==> src/design/gtfa_pkg.sv <==
package gtfa_pkg;

  localparam int TILE_ROWS_DEF = 4;
  localparam int TILE_COLS_DEF = 12;
  localparam int NFIELD_ROWS   = 4;
  localparam int ROW_W         = 2;
  localparam int COL_W         = 4;
  localparam int MODE_W        = 2;
  localparam int STEP_W        = 3;

  localparam logic [63:0] QUIET_BIT   = 64'h0008_0000_0000_0000;
  localparam logic [63:0] DEFAULT_NAN = 64'hFFF8_0000_0000_0000;
  localparam logic [63:0] INF_BITS    = 64'h7FF0_0000_0000_0000;

  typedef enum logic [MODE_W-1:0] {
    MODE_LOAD = 2'd0,
    MODE_ACC  = 2'd1,
    MODE_READ = 2'd2
  } mode_t;

  typedef enum logic [4:0] {
    DP_NOP,
    DP_CAPTURE,
    DP_LOAD_WR,
    DP_RD,
    DP_STAGE,
    DP_OUT,
    DP_COPER,
    DP_SPEC,
    DP_MUL,
    DP_PLOAD,
    DP_NORM1,
    DP_ALIGN,
    DP_ADD,
    DP_FIX,
    DP_NORM2,
    DP_ROUND,
    DP_PACK,
    DP_RES_WR
  } dp_op_t;

  typedef struct packed {
    dp_op_t             op;
    logic [ROW_W-1:0]   row;
    logic [STEP_W-1:0]  step;
  } dp_cmd_t;

  typedef struct packed {
    logic [MODE_W-1:0] mode;
    logic              col_ok;
    logic              special;
    logic              pq_norm;
    logic              r_zero;
    logic              r_norm;
  } dp_stat_t;

endpackage

==> src/design/gtfa_ctrl.sv <==
module gtfa_ctrl #(
  parameter int LIVE_ROWS = gtfa_pkg::NFIELD_ROWS
) (
  input  logic               clk,
  input  logic               rst,
  input  logic               in_valid,
  output logic               in_ready,
  output logic               out_valid,
  input  logic               out_ready,
  input  gtfa_pkg::dp_stat_t stat,
  output gtfa_pkg::dp_cmd_t  cmd
);
  import gtfa_pkg::*;

  typedef enum logic [4:0] {
    S_IDLE, S_DISPATCH, S_LOAD_WR, S_RD_ISSUE, S_RD_CAP, S_OUT_WAIT,
    S_F_RD, S_F_OPER, S_F_SPEC, S_F_MUL, S_F_PLOAD, S_F_NORM1, S_F_ALIGN,
    S_F_ADD, S_F_FIX, S_F_NORM2, S_F_ROUND, S_F_PACK, S_F_WR
  } state_t;

  localparam logic [ROW_W-1:0] LAST_ROW = ROW_W'(LIVE_ROWS - 1);

  state_t            state;
  logic [ROW_W-1:0]  row;
  logic [STEP_W-1:0] step;
  logic              out_free;

  assign in_ready = state == S_IDLE;
  assign out_free = !out_valid || out_ready;

  always_comb begin
    cmd.row  = row;
    cmd.step = step;
    case (state)
      S_IDLE:     cmd.op = in_valid ? DP_CAPTURE : DP_NOP;
      S_LOAD_WR:  cmd.op = DP_LOAD_WR;
      S_RD_ISSUE: cmd.op = DP_RD;
      S_RD_CAP:   cmd.op = DP_STAGE;
      S_OUT_WAIT: cmd.op = out_free ? DP_OUT : DP_NOP;
      S_F_RD:     cmd.op = DP_RD;
      S_F_OPER:   cmd.op = DP_COPER;
      S_F_SPEC:   cmd.op = DP_SPEC;
      S_F_MUL:    cmd.op = DP_MUL;
      S_F_PLOAD:  cmd.op = DP_PLOAD;
      S_F_NORM1:  cmd.op = DP_NORM1;
      S_F_ALIGN:  cmd.op = DP_ALIGN;
      S_F_ADD:    cmd.op = DP_ADD;
      S_F_FIX:    cmd.op = DP_FIX;
      S_F_NORM2:  cmd.op = DP_NORM2;
      S_F_ROUND:  cmd.op = DP_ROUND;
      S_F_PACK:   cmd.op = DP_PACK;
      S_F_WR:     cmd.op = DP_RES_WR;
      default:    cmd.op = DP_NOP;
    endcase
  end

  always_ff @(posedge clk) begin
    if (rst) begin
      state     <= S_IDLE;
      row       <= '0;
      step      <= '0;
      out_valid <= 1'b0;
    end else begin
      // drop the result once the sink takes the beat, unless a new one replaces it
      if (out_valid && out_ready && state != S_OUT_WAIT) begin
        out_valid <= 1'b0;
      end
      case (state)
        S_IDLE: begin
          if (in_valid) begin
            state <= S_DISPATCH;
          end
        end
        S_DISPATCH: begin
          row <= '0;
          case (stat.mode)
            MODE_LOAD: state <= stat.col_ok ? S_LOAD_WR : S_IDLE;
            MODE_ACC:  state <= stat.col_ok ? S_F_RD : S_IDLE;
            MODE_READ: state <= stat.col_ok ? S_RD_ISSUE : S_OUT_WAIT;
            default:   state <= S_IDLE;
          endcase
        end
        S_LOAD_WR: begin
          if (row == LAST_ROW) begin
            state <= S_IDLE;
          end else begin
            row <= row + 1'b1;
          end
        end
        S_RD_ISSUE: state <= S_RD_CAP;
        S_RD_CAP: begin
          if (row == LAST_ROW) begin
            state <= S_OUT_WAIT;
          end else begin
            row   <= row + 1'b1;
            state <= S_RD_ISSUE;
          end
        end
        S_OUT_WAIT: begin
          if (out_free) begin
            out_valid <= 1'b1;
            state     <= S_IDLE;
          end
        end
        S_F_RD:   state <= S_F_OPER;
        S_F_OPER: state <= S_F_SPEC;
        S_F_SPEC: begin
          step  <= '0;
          state <= stat.special ? S_F_WR : S_F_MUL;
        end
        S_F_MUL: begin
          if (step == 3'd4) begin
            state <= S_F_PLOAD;
          end else begin
            step <= step + 1'b1;
          end
        end
        S_F_PLOAD: state <= S_F_NORM1;
        S_F_NORM1: begin
          if (stat.pq_norm) begin
            state <= S_F_ALIGN;
          end
        end
        S_F_ALIGN: state <= S_F_ADD;
        S_F_ADD:   state <= S_F_FIX;
        S_F_FIX:   state <= S_F_NORM2;
        S_F_NORM2: begin
          if (stat.r_zero) begin
            state <= S_F_WR;
          end else if (stat.r_norm) begin
            state <= S_F_ROUND;
          end
        end
        S_F_ROUND: state <= S_F_PACK;
        S_F_PACK:  state <= S_F_WR;
        S_F_WR: begin
          if (row == LAST_ROW) begin
            state <= S_IDLE;
          end else begin
            row   <= row + 1'b1;
            state <= S_F_RD;
          end
        end
        default: state <= S_IDLE;
      endcase
    end
  end

`ifndef SYNTHESIS
  a_wr_in_range: assert property (@(posedge clk) disable iff (rst)
    (cmd.op == DP_LOAD_WR || cmd.op == DP_RES_WR) |-> stat.col_ok)
    else $error("tile write to a column outside the tile");

  a_out_slot: assert property (@(posedge clk) disable iff (rst)
    (cmd.op == DP_OUT) |-> out_free)
    else $error("result overwritten while still held");

  a_accept_dispatch: assert property (@(posedge clk) disable iff (rst)
    (in_valid && in_ready) |=> (state == S_DISPATCH))
    else $error("accepted beat not dispatched");

  a_out_rise: assert property (@(posedge clk) disable iff (rst)
    $rose(out_valid) |-> ($past(state) == S_OUT_WAIT))
    else $error("result raised outside the output step");
`endif

endmodule

==> config.mk <==
export PLATFORM = sky130hd
export DESIGN_NAME = gtfa_ctrl
export DESIGN_NICKNAME = d
export VERILOG_FILES = /design/src/design/gtfa_pkg.sv /design/src/design/gtfa_ctrl.sv
export SDC_FILE = /design/constraint.sdc
export NUM_CORES = 1
export LEC_CHECK = 0
export BUFFER_PORTS_ARGS = -buffer_cell sky130_fd_sc_hd__buf_4
export CORE_MARGIN = 5
export CORE_UTILIZATION = 53
export DETAILED_ROUTE_END_ITERATION = 16
export PLACE_DENSITY = 0.88
export SYNTH_ARGS = -nofsm -noshare
export SYNTH_HDL_FRONTEND = slang
export SYNTH_SLANG_ARGS = --single-unit
==> constraint.sdc <==
create_clock -name clk -period 1.9 [get_ports clk]
set_clock_uncertainty 0.15 [all_clocks]
set_input_delay 0.57 -clock clk [delete_from_list [all_inputs] [get_ports clk]]
set_output_delay 0.57 -clock clk [all_outputs]
set_load 0.005 [all_outputs]
==> impl_results.md <==
- Part of the cycle the worst path needs: 118%
- CTS Hold Bufs: 0
- Synthesis Warnings: 0
- CTS tree: yes
- Clk Latency, worst-skew pair: approximately 280 ps
- Nets: just over 200
- DR top layer: met4
- Failing checks: setup timing
- Detail Route met2 WL: around 2200 um
- H-tree depth: 1
- Cell taking the most area after synthesis: dfxtp_1
- Drt pass-1 iters: 5
- Power per cell area: around 1200 nW/um2
- Worst Path Max Fanout: 6
- Area growth syn-to-layout: 59.6%
- Slew HR: between 70 and 80%
- Die ar.: 2960 um2
- Hold Crit Class: reg -> reg
- Vias in the first global route: 1352
- Die Span Y: around 54 um
- Post-Layout Cell Count: 217
- Final worst slack: -338 ps
- DR vias: roughly 1500
- Path depth of the worst reg2reg path: 8
- Die W: about 54 um
- Initial Utilization: between 50% and 60%
- Hold path startpoint: row[1]$_SDFFE_PP0P_
- EDFF count, synth: 0
- Reg2Reg Launch Point: state[1]$_SDFFE_PP0P_
- Crit path kind: reg -> out
- IO Count: 23
- Grt ovf: 0
- Fin Setup TNS: -1410 ps
- Post-Synthesis Cells: 141
- Ant diodes: 0
- Final ANT Viol Nets: 0
- Multi-input logic area: slightly below 900 um2
- Buffers on Ports: 22
- Most used DFF post-synth: dfxtp_1
- Global-route wire length before repair: about 6000 um
- Yosys reg bits: 11
- Worst vdd ir: 666 uV
- WL met1: 1660 um
- Number of library cell types mapped by synthesis: 51
- Largest net degree at the start of global routing: 15
- Post-Syn Nets: between 150 and 200
- Sequential share of the synthesized area: 21.1%
- CTS Buf Count: 3
- Area fraction of the dominant cell type after synthesis: 21.1%
- Hold Path End: row[1]$_SDFFE_PP0P_
- Hold Vio Cnt, Final: 0
- Worst-margin pin slew: slightly above 400 ps
- Hold Crit Depth: 2
- CORE AREA: between 1500 and 2000 um2
- Unrepaired setup endpoints after global routing: true
- Status: finished with violations
- Static Leakage: 0.687 nW
- Register Area: roughly 240 um2
- DP Cell Count: between 200 and 250
- Final setup viols: 9
- Pwr Total: about 2.0 mW
- Reg-to-reg endpoint: state[2]$_SDFFE_PP0P_
- Post-Route WL: approximately 4700 um
- R2r setup slk: -30 ps
- Max Freq: between 400 and 500 MHz
- GP Congestion: ~0.95
- Slew Limit Fails: 0
- Clock sinks: 11
- # fillers: roughly 110
- CP Launch Type: flip-flop
- Average wire per standard cell: roughly 22 um
- Min Tclk post-route: between 2000 and 2500 ps
- WL met3: around 500 um
- Initial antenna violation count: 0
- Root Driver: clkbuf_4
- Syn_area_per_cell: 7.41 um2
- Mapped cell area: 1040 um2
- Drt drc: 0
- CP required: approximately 1200 ps
- Initial drt markers: ~130
- CTS clk-pin slew, worst paths: about 70 ps
- Setup crit end kind: output port
- Cell Rows: 16
- GR Util All Layers: 28.3%
- CP arrival: between 1500 and 2000 ps
- Top-count cell post-synth: a21oi_1
- Place WS: -247 ps
- Clk buf depth: 2
- Synth cell count leaders: a21oi_1 (14), dfxtp_1 (11), nand2_1 (9), o21ai_0 (9)
- Ranking of synthesized cells by area: dfxtp_1 (21%), a21oi_1 (6.7%), o21ai_0 (4.3%), nand3_1 (3.8%), ha_1 (3.6%)
- Routed vias/inst: 6.85
- Fraction of final layout cells sized beyond drive strength 1: between 40% and 50%
- Number of max-cap violations: 0
- Hold_ws: 368 ps
- Ys async rst share: 0%
- DP HPWL: between 2000 and 3000 um
[where the power goes]
| part | total (mW) | internal (mW) | switching (mW) | leakage, nW |
|---|---|---|---|---|
| registers | 0.356 | 0.279 | 0.0770 | 0.0930 |
| clock network | 0.168 | 0.0817 | 0.0861 | 0.0150 |
| logic | 1.51 | 0.732 | 0.782 | 0.579 |
| total | 2.04 | 1.09 | 0.946 | 0.687 |
[per-layer routing]
metal	global-route usage, %	vias to the layer above
met3	7.63	50
met2	49.8	140
li1	-	627
met1	29.5	670
met4	17.8	0
met5	0	-
[how the worst max path moves through the flow]
stage          slack (ps)                  start  cells past startpoint  endpoint
2_1_floorplan          10              out_ready                      4    cmd[7]
5_1_grt              -360  state[1]$_SDFFE_PP0P_                      7    cmd[5]
6_report             -340  state[1]$_SDFFE_PP0P_                      7    cmd[5]
3_5_place_dp         -250              out_ready                      7    cmd[5]
3_3_place_gp         -220              out_ready                      6    cmd[7]
4_1_cts              -230  state[1]$_SDFFE_PP0P_                      6    cmd[7]
[registers in the layout (all words and copies together) (netlist names)]
| signal | count |
|---|---|
| state | 5 |
| step | 3 |
| row | 2 |
| out_valid | 1 |
[area by class of cell]
class                      instances  share of cell area [%]
clock buffer                       4                    1.58
inverter                           7                    1.73
multi-input combinational        112                    52.4
sequential                        11                    14.3
tap                               27                    2.03
timing repair buffer              56                    28.0
[placed cells by master, fill, tap and decap left out, types with 3 or more instances in the layout]
cell	count
buf_4	48
a21oi_1	13
nand2_1	9
nand3_1	6
nor2_1	6
dfxtp_1	6
inv_1	5
buf_6	5
dfxtp_4	5
xnor2_1	4
nor3_2	4
nand2b_1	4
o21ai_0	4
o21ai_1	3
nor3_1	3
ha_1	3
clkbuf_4	3
[timing repair]
| item | in CTS | in global routing |
|---|---|---|
| pin swaps | 8 | 11 |
| setup endpoints to repair | 6 | 10 |
| setup buffers | 4 | 5 |
| resized for setup | 31 | 20 |
[cell families after synthesis]
kind of cell / after synthesis / share of synthesized area [%]
AO/OA/AOI/OAI: 46 / 30.3
XOR/XNOR: 5 / 4.19
adder cells (fa/ha/maj): 3 / 3.59
buffers and inverters: 18 / 8.86
flip-flops: 11 / 21.1
multiplexers: 1 / 0.958
AND/OR/NAND/NOR: 57 / 31.0
[through the flow]
stage / util, % / instance area (um2)
after detailed placement: 72.1 / 1390
after floorplan: - / 1040
after global routing: 86.8 / 1670
final: 86.8 / 1670
after global placement: 72.1 / 1390
after CTS: 80.1 / 1540
[critical path, cell delays in order (launching register included)]
cell     delay (ps)
dfxtp_4         380
buf_12          140
nor2_4           90
nand3_2         100
o21ai_2         110
a22oi_1         120
o21ai_1         150
buf_4           130
Note: power is estimated with default switching activity, not from simulation.
